## src/hdl/nssl_pkg.sv

```systemverilog
// Shared types, constants and fixed-point helpers of the nine-slice sprite layout block.
package nssl_pkg;

    localparam int SRC_COORD_BITS = 12;
    localparam int DST_FRAC_BITS  = 4;
    localparam int DST_W          = 16;
    localparam int SCALE_W        = 12;
    localparam int SCALE_FRAC     = 8;
    localparam int SCALE_SHIFT    = SCALE_FRAC - DST_FRAC_BITS;
    localparam int PROD_W         = SRC_COORD_BITS + 1 + SCALE_W + 1;
    localparam int DST_LIM        = 2 ** (DST_W - 1);
    localparam int CFG_ADDR_W     = 3;
    localparam int CFG_DATA_W     = 32;

    localparam logic [SCALE_W-1:0] SCALE_ONE   = SCALE_W'(2 ** SCALE_FRAC);
    localparam logic [SRC_COORD_BITS-1:0] SRC_MAX = {SRC_COORD_BITS{1'b1}};
    localparam logic signed [DST_W-1:0] DST_MAX = {1'b0, {(DST_W-1){1'b1}}};
    localparam logic signed [DST_W-1:0] DST_MIN = {1'b1, {(DST_W-1){1'b0}}};

    // Register index, taken from the word address of the APB port
    localparam logic REG_SCALE_FACTOR = 1'b0;

    typedef logic [SRC_COORD_BITS-1:0]  t_src;
    typedef logic signed [DST_W-1:0]    t_dst;
    typedef logic [SCALE_W-1:0]         t_scale;

    typedef enum logic [1:0] {
        OP_LOAD_OUTER = 2'd0,
        OP_LOAD_CORE  = 2'd1,
        OP_LOAD_PIVOT = 2'd2,
        OP_DRAW       = 2'd3
    } t_op;

    typedef enum logic [3:0] {
        SL_CENTRE = 4'd0,
        SL_TL     = 4'd1,
        SL_TR     = 4'd2,
        SL_BL     = 4'd3,
        SL_BR     = 4'd4,
        SL_TOP    = 4'd5,
        SL_BOTTOM = 4'd6,
        SL_LEFT   = 4'd7,
        SL_RIGHT  = 4'd8
    } t_slice;

    typedef struct packed {
        t_op  operation;
        t_dst coord_a;
        t_dst coord_b;
        t_dst coord_c;
        t_dst coord_d;
        logic nine_slice;
    } t_in_item;

    typedef struct packed {
        logic [3:0] slice_index;
        t_src       src_left;
        t_src       src_top;
        t_src       src_right;
        t_src       src_bottom;
        t_dst       dst_left;
        t_dst       dst_top;
        t_dst       dst_right;
        t_dst       dst_bottom;
        logic       last_slice;
    } t_out_item;

    // Finished layout of one draw: outer and core source edges, outer and core
    // destination edges
    typedef struct packed {
        logic has_core;
        t_src ox0;
        t_src oy0;
        t_src ox1;
        t_src oy1;
        t_src cx0;
        t_src cy0;
        t_src cx1;
        t_src cy1;
        t_dst dl;
        t_dst dt;
        t_dst dr;
        t_dst db;
        t_dst cl;
        t_dst ct;
        t_dst cr;
        t_dst cb;
    } t_layout;

    function automatic t_dst sat_dst(input logic signed [DST_W:0] v);
        t_dst r;
        if (v[DST_W] != v[DST_W-1]) begin
            r = v[DST_W] ? DST_MIN : DST_MAX;
        end else begin
            r = v[DST_W-1:0];
        end
        return r;
    endfunction

    function automatic t_src sat_src(input logic [SRC_COORD_BITS:0] v);
        t_src r;
        r = v[SRC_COORD_BITS] ? SRC_MAX : v[SRC_COORD_BITS-1:0];
        return r;
    endfunction

    // Pixel value times scale, truncated toward zero into Q12.4, saturated
    function automatic t_dst scale_px(input logic signed [SRC_COORD_BITS:0] p,
                                      input t_scale s);
        logic signed [PROD_W-1:0] prod;
        logic [PROD_W-1:0]        mag;
        logic [PROD_W-1:0]        q;
        logic                     neg;
        t_dst                     r;
        prod = PROD_W'(p) * $signed({1'b0, s});
        neg  = prod[PROD_W-1];
        mag  = neg ? PROD_W'(-prod) : PROD_W'(prod);
        q    = mag >> SCALE_SHIFT;
        if (neg) begin
            r = (q > PROD_W'(DST_LIM)) ? DST_MIN : DST_W'(-q);
        end else begin
            r = (q > PROD_W'(DST_LIM - 1)) ? DST_MAX : DST_W'(q);
        end
        return r;
    endfunction

    function automatic logic signed [SRC_COORD_BITS:0] src_diff(input t_src a, input t_src b);
        return $signed({1'b0, a}) - $signed({1'b0, b});
    endfunction

endpackage

```

## src/hdl/nssl_slicer.sv

```systemverilog
// Result sequencer: holds one draw's layout, emits its rectangle pairs one per cycle while the output is ready.
module nssl_slicer (
    input  logic               i_clk,
    input  logic               i_rst_n,
    input  nssl_pkg::t_layout  i_lay,
    input  logic               i_lay_valid,
    output logic               o_lay_ready,
    output nssl_pkg::t_out_item o_out,
    output logic               o_out_valid,
    input  logic               i_out_ready
);
    import nssl_pkg::*;

    t_layout r_lay;
    logic    r_v;
    t_slice  r_idx;
    logic    last;
    logic    take;

    assign last        = !r_lay.has_core || (r_idx == SL_RIGHT);
    assign take        = !r_v || (i_out_ready && last);
    assign o_lay_ready = take;
    assign o_out_valid = r_v;

    always_ff @(posedge i_clk) begin
        if (!i_rst_n) begin
            r_v   <= 1'b0;
            r_idx <= SL_CENTRE;
        end else if (take) begin
            r_v   <= i_lay_valid;
            r_idx <= SL_CENTRE;
        end else if (i_out_ready) begin
            r_idx <= t_slice'(r_idx + 4'd1);
        end
    end

    always_ff @(posedge i_clk) begin
        if (take && i_lay_valid) begin
            r_lay <= i_lay;
        end
    end

    always_comb begin
        o_out             = '0;
        o_out.slice_index = r_idx;
        o_out.last_slice  = last;
        if (!r_lay.has_core) begin
            o_out.src_left   = r_lay.ox0;
            o_out.src_top    = r_lay.oy0;
            o_out.src_right  = r_lay.ox1;
            o_out.src_bottom = r_lay.oy1;
            o_out.dst_left   = r_lay.dl;
            o_out.dst_top    = r_lay.dt;
            o_out.dst_right  = r_lay.dr;
            o_out.dst_bottom = r_lay.db;
        end else begin
            unique case (r_idx)
                SL_CENTRE: begin
                    o_out.src_left = r_lay.cx0; o_out.src_top = r_lay.cy0;
                    o_out.src_right = r_lay.cx1; o_out.src_bottom = r_lay.cy1;
                    o_out.dst_left = r_lay.cl; o_out.dst_top = r_lay.ct;
                    o_out.dst_right = r_lay.cr; o_out.dst_bottom = r_lay.cb;
                end
                SL_TL: begin
                    o_out.src_left = r_lay.ox0; o_out.src_top = r_lay.oy0;
                    o_out.src_right = r_lay.cx0; o_out.src_bottom = r_lay.cy0;
                    o_out.dst_left = r_lay.dl; o_out.dst_top = r_lay.dt;
                    o_out.dst_right = r_lay.cl; o_out.dst_bottom = r_lay.ct;
                end
                SL_TR: begin
                    o_out.src_left = r_lay.cx1; o_out.src_top = r_lay.oy0;
                    o_out.src_right = r_lay.ox1; o_out.src_bottom = r_lay.cy0;
                    o_out.dst_left = r_lay.cr; o_out.dst_top = r_lay.dt;
                    o_out.dst_right = r_lay.dr; o_out.dst_bottom = r_lay.ct;
                end
                SL_BL: begin
                    o_out.src_left = r_lay.ox0; o_out.src_top = r_lay.cy1;
                    o_out.src_right = r_lay.cx0; o_out.src_bottom = r_lay.oy1;
                    o_out.dst_left = r_lay.dl; o_out.dst_top = r_lay.cb;
                    o_out.dst_right = r_lay.cl; o_out.dst_bottom = r_lay.db;
                end
                SL_BR: begin
                    o_out.src_left = r_lay.cx1; o_out.src_top = r_lay.cy1;
                    o_out.src_right = r_lay.ox1; o_out.src_bottom = r_lay.oy1;
                    o_out.dst_left = r_lay.cr; o_out.dst_top = r_lay.cb;
                    o_out.dst_right = r_lay.dr; o_out.dst_bottom = r_lay.db;
                end
                SL_TOP: begin
                    o_out.src_left = r_lay.cx0; o_out.src_top = r_lay.oy0;
                    o_out.src_right = r_lay.cx1; o_out.src_bottom = r_lay.cy0;
                    o_out.dst_left = r_lay.cl; o_out.dst_top = r_lay.dt;
                    o_out.dst_right = r_lay.cr; o_out.dst_bottom = r_lay.ct;
                end
                SL_BOTTOM: begin
                    o_out.src_left = r_lay.cx0; o_out.src_top = r_lay.cy1;
                    o_out.src_right = r_lay.cx1; o_out.src_bottom = r_lay.oy1;
                    o_out.dst_left = r_lay.cl; o_out.dst_top = r_lay.cb;
                    o_out.dst_right = r_lay.cr; o_out.dst_bottom = r_lay.db;
                end
                SL_LEFT: begin
                    o_out.src_left = r_lay.ox0; o_out.src_top = r_lay.cy0;
                    o_out.src_right = r_lay.cx0; o_out.src_bottom = r_lay.cy1;
                    o_out.dst_left = r_lay.dl; o_out.dst_top = r_lay.ct;
                    o_out.dst_right = r_lay.cl; o_out.dst_bottom = r_lay.cb;
                end
                SL_RIGHT: begin
                    o_out.src_left = r_lay.cx1; o_out.src_top = r_lay.cy0;
                    o_out.src_right = r_lay.ox1; o_out.src_bottom = r_lay.cy1;
                    o_out.dst_left = r_lay.cr; o_out.dst_top = r_lay.ct;
                    o_out.dst_right = r_lay.dr; o_out.dst_bottom = r_lay.cb;
                end
                default: begin
                    o_out.src_left = r_lay.cx0; o_out.src_top = r_lay.cy0;
                    o_out.src_right = r_lay.cx1; o_out.src_bottom = r_lay.cy1;
                    o_out.dst_left = r_lay.cl; o_out.dst_top = r_lay.ct;
                    o_out.dst_right = r_lay.cr; o_out.dst_bottom = r_lay.cb;
                end
            endcase
        end
    end

endmodule

```

## config.mk

```make
export PLATFORM = sky130hd
export DESIGN_NAME = nssl_slicer
export DESIGN_NICKNAME = d
export VERILOG_FILES = /design/src/hdl/nssl_pkg.sv /design/src/hdl/nssl_slicer.sv
export SDC_FILE = /design/constraint.sdc
export NUM_CORES = 1
export LEC_CHECK = 0
export CORE_AREA = 2 2 136 138
export CTS_BUF_LIST = sky130_fd_sc_hd__clkbuf_4 sky130_fd_sc_hd__clkbuf_8
export DETAILED_ROUTE_END_ITERATION = 10
export DIE_AREA = 0 0 138 140
export DONT_BUFFER_PORTS = 1
export PLACE_DENSITY = 0.66
export SLEW_MARGIN = 20
export SYNTH_ARGS = -nofsm -noshare
export SYNTH_HDL_FRONTEND = slang
export SYNTH_SLANG_ARGS = --single-unit
```

## constraint.sdc

```tcl
create_clock -name i_clk -period 10.23 [get_ports i_clk]
set_input_delay 2.046 -clock i_clk [delete_from_list [all_inputs] [get_ports i_clk]]
set_output_delay 2.046 -clock i_clk [all_outputs]
set_load 0.005 [all_outputs]
```

* After elaboration in Yosys (flattened, before gate mapping)
Index checks and enable logic that the tools add are counted.
** Storage, ports and cells
- Logic and storage cells :: 38
- Memories :: 0
- Output and inout port bits :: 119
- Flip-flop bits (word level) :: 230
- Input bits :: 229
- Latch bits :: 0
- ROM bits :: 0
- Bits in writable memories :: 0
** Cells by class
- Div/mod/pow operators :: 0
- Muxes and demuxes :: 2
- Multiply operators :: 0
- Add/subtract/negate cells :: 1
- Magnitude comparators :: 0
- Equal/unequal tests :: 8
- Reductions and logical operators :: 7
- Bitwise logic cells :: 1
- Shift-type cells :: 0
** Operators with widths (count)
- $pmux 112 s8 :: 1
- $mux 112 :: 1
- $eq 4x3->1 const B :: 4
- $eq 4x2->1 const B :: 2
- $add 4x1->4 const B :: 1
- $eq 4x1->1 const B :: 1
- $eq 4x4->1 const B :: 1
- $logic_and 1x1->1 :: 2
- $logic_not 1->1 :: 2
- $logic_or 1x1->1 :: 2
- $reduce_or 2->1 :: 1
- $not 1->1 :: 1

* Logic depth before layout (Yosys ltp)
- Word-level depth :: 5
- Mapped depth :: 8
- Gate-level depth less buffers :: 6

* Least setup slack after synthesis
Ideal clock, no wire load.
- Path type :: input to register
- From :: input i_out_ready
- To :: register r_lay[0] in the netlist's numbering, enable pin
- Setup time :: 0.612 ns
- Arrival :: 7.505 ns
- Slack :: 2.112 ns
- Required time :: 9.618 ns
- Stages :: 4
- Path buffers :: 0
- Path through :: nand4b_1 and3_1 inv_1 and2_1
** Between the ends
- Cells in the longest elaborated chain, start to end :: 3
** RTL lines
- from (decl) :: RTL line nssl_slicer.sv:10 : input logic i_out_ready
- $logic_and 1x1->1 :: RTL line nssl_slicer.sv:21 : assign take = !r_v || (i_out_ready && last);
- $logic_or 1x1->1 :: RTL line nssl_slicer.sv:21
- via o_lay_ready :: RTL line nssl_slicer.sv:7 : output logic o_lay_ready,
- $logic_and 1x1->1 :: RTL line nssl_slicer.sv:38 : if (take && i_lay_valid) begin
- to (signal assigned) :: RTL line nssl_slicer.sv:39 : r_lay <= i_lay;
- to (decl) :: RTL line nssl_slicer.sv:14 : t_layout r_lay;
The timed path passes the listed nets, and every way through them passes these cells.
A chain may end at the register's enable or synchronous reset.

==> impl_metrics.py <==
metrics = {
    "cts": {
        "clockRootBuffer": "clkbuf_8",
        "cts_resized": 0,
        "holdBufCountCts": 0,
        "cts.sinks": 230,
        "cts_buffer_depth": 3,
        "cts_buffers": 38,
        "clock_latency_ns": 0.50,
        "h-tree-depth": 2,
        "cts_tree": "done",
        "cts_setup_buffers": 0,
        "cts.clk_slew.worst_paths_ns": 0.05,
    },
    "hold_path": {
        "holdPathEnd": "r_idx[0]",
        "holdPathStages": 2,
        "hold_path.class": "flip-flop to flip-flop",
        "hp-start": "r_idx[0]",
    },
    "floorplanning": {
        "die_w_um": 138,
        "rows": 49,
        "pin_count": 348,
        "dieArea_sq_um": 19300,
        "fp.dieH_um": 140,
        "initial_core_util": 0.535,
        "core-area_sq_um": 17800,
    },
    "setup_path": {
        "cp-start-kind": "flip-flop",
        "worst_setup_path_end_kind": "primary output",
        "r2r_cells": 7,
        "reg2reg_slack_ns": 6.20,
        "max_stage_delay_ns": 0.85,
        "crit_path_cell_trace": "inv_1, ha_1, a2111oi_1, a211o_2, a32oi_1, nand2_1",
        "crit_type": "flip-flop to primary output",
        "critPathSlowestCell": "a211o_2",
        "crit_fanout": 56,
        "regToRegStartpoint": "r_lay[224]",
        "critPathRequiredTime_ns": 8.18,
        "arrival_ns": 3.11,
        "startpoint": "r_idx[0]",
        "r2r_end": "r_lay[70]",
    },
    "routing": {
        "drt-total-wl_mm": 23.2,
        "wl_per_cell_um": 25.0,
        "drtPass1Iterations": 5,
        "drc": 0,
        "vias_per_cell": 6.53,
        "drt_iter0_drc": 420,
        "final_antenna_net_count": 0,
        "vias": 6054,
    },
    "global_route": {
        "antenna_found_initial": 8,
        "grt_overflow": 0,
        "grt_max_degree": 232,
        "grt_pass1_vias": 5792,
        "gr-usage-all-layers": 0.229,
        "grt_pass1_wl_mm": 34.2,
    },
    "finish": {
        "area_growth_pct": 8.48,
        "final_cell_count_no_fill": 927,
        "final_cell_mix": "225 x edfxtp_1, 115 x nand2_1, 112 x a32oi_1, 56 x nand3_1, 45 x o21ai_1",
        "final_area_sq_um": 10300,
        "drive_gt1_frac": 0.116,
        "layout_commonest_cell": "edfxtp_1",
        "design.final.nets": 900,
        "utilization": 0.580,
    },
    "sta": {
        "final.setup.tns_ns": 0,
        "fmax_ghz": 0.194,
        "finClkSkew_ns": 0.0133,
        "drv_slew": 0,
        "hold_viol_final": 0,
        "worstMarginPinSlew_ns": 1.16,
        "relSlewSlack": 0.228,
        "rsz0062_at_grt": "false",
        "min_period_ns": 5.16,
        "setup_viol": 0,
        "finalCritPeriodShare": 0.504,
        "setup_slack_ns": 5.07,
    },
    "place": {
        "dp_cells": 856,
        "dpl.hpwl_mm": 15.6,
        "place_area_sq_um": 9600,
        "dpl_worst_slack_ns": 5.44,
        "place_congestion": 0.874,
        "portBuffers": 0,
    },
    "yosys": {
        "syn_inst": 671,
        "syn_nets": 904,
        "ys_ff_latch": 230,
        "syn-cell-area_sq_um": 9510,
        "async_reset_ff_frac": 0,
        "yosysUniqueCellTypes": 39,
        "ys_seq_area_frac": 0.721,
        "yosysWarnings": 0,
        "synth-edff-count": 225,
        "syn_area_per_cell_sq_um": 14.2,
        "ys.flop_type": "edfxtp_1",
    },
    "pwr": {
        "peakVddDrop_mv": 0.170,
        "leakage_nw": 3.42,
        "power_density_nw_per_um2": 193,
    },
    "status": {
        "status": "complete, no violations",
    },
    "flow_run": {
        "cap_violations": 0,
    },
}
## synthesized netlist by cell type (2+ instances only)
cell type  number  share of area
edfxtp_1      225           0.71
nand2_1       115          0.045
a32oi_1       112           0.10
nand3_1        56          0.029
o21ai_1        45          0.024
buf_2          28          0.015
clkbuf_1       18         0.0071
o21ai_0        11         0.0058
buf_6           6         0.0071
nor2_1          6         0.0024
dfxtp_1         5          0.011
inv_1           5         0.0020
buf_4           4         0.0032
ha_1            4         0.0053
nand2b_1        3         0.0020
a21oi_2         2         0.0018
and2_1          2         0.0013
mux2i_1         2         0.0021
xor2_1          2         0.0018
## registers in the layout, summed over array words and instances, names as in the netlist
| register | cells |
|---|---|
| r_idx | 4 |
| r_lay | 225 |
| o_out_valid | 1 |
## per-layer routing
layer | up-vias | routed length (um) | GRT usage
met5 | - | 0 | 0
met4 | 0 | 565 | 0.0838
met3 | 43 | 2760 | 0.104
met2 | 393 | 11800 | 0.385
met1 | 2924 | 8020 | 0.259
li1 | 2694 | - | -
## stage by stage
stage	hold WS (ns)	power, W
global placement	0.593	0.00127
detailed placement	0.616	0.00128
finish	0.619	0.00199
CTS	0.624	0.00201
floorplan	0.559	0.00125
global route	0.674	0.00207
## final cells by class
class                      count  area, sq um
inverter                       5         18.8
clock inverter                14         58.8
tap                          229          287
multi-input combinational    379         2320
timing repair buffer          13          118
sequential                   230         6860
antenna                        7         17.5
clock buffer                  50          632
fill                        1390         7470
## worst max path at each step
stage                      end  slack, ns
floorplan             r_lay[0]       2.11
global placement    r_lay[100]       5.51
detailed placement  r_lay[100]       5.44
CTS                  o_out[99]       5.09
global route         o_out[99]       4.89
finish               o_out[99]       5.07
## where the power goes
group	leakage, nW	switching [W]	internal [W]
Clock	0.370	0.000330	0.000399
Combinational	0.851	0.0000991	0.0000342
Sequential	2.20	0.0000232	0.00111
## cell families (layout without fill, tap and decap cells)
group	count (synthesis)	after routing	synth area share
other	0	7	0
adder cells (fa/ha/maj)	4	4	0.00526
XOR/XNOR	3	3	0.00276
buffers and inverters	62	82	0.0346
multiplexers	2	2	0.00211
flip-flops	230	230	0.721
AO/OA/AOI/OAI	180	180	0.146
AND/OR/NAND/NOR	190	190	0.0881
## critical path: cells and delay by family (launching register included)
| kind | cells | cell delay [ns] |
|---|---|---|
| DFF | 1 | 0.46 |
| AOI/OAI and AO/OA | 3 | 1.52 |
| buffers and inverters | 1 | 0.10 |
| adders and majority gates | 1 | 0.30 |
| and+or+nand+nor | 1 | 0.20 |
(Power assumes the default switching activity.)
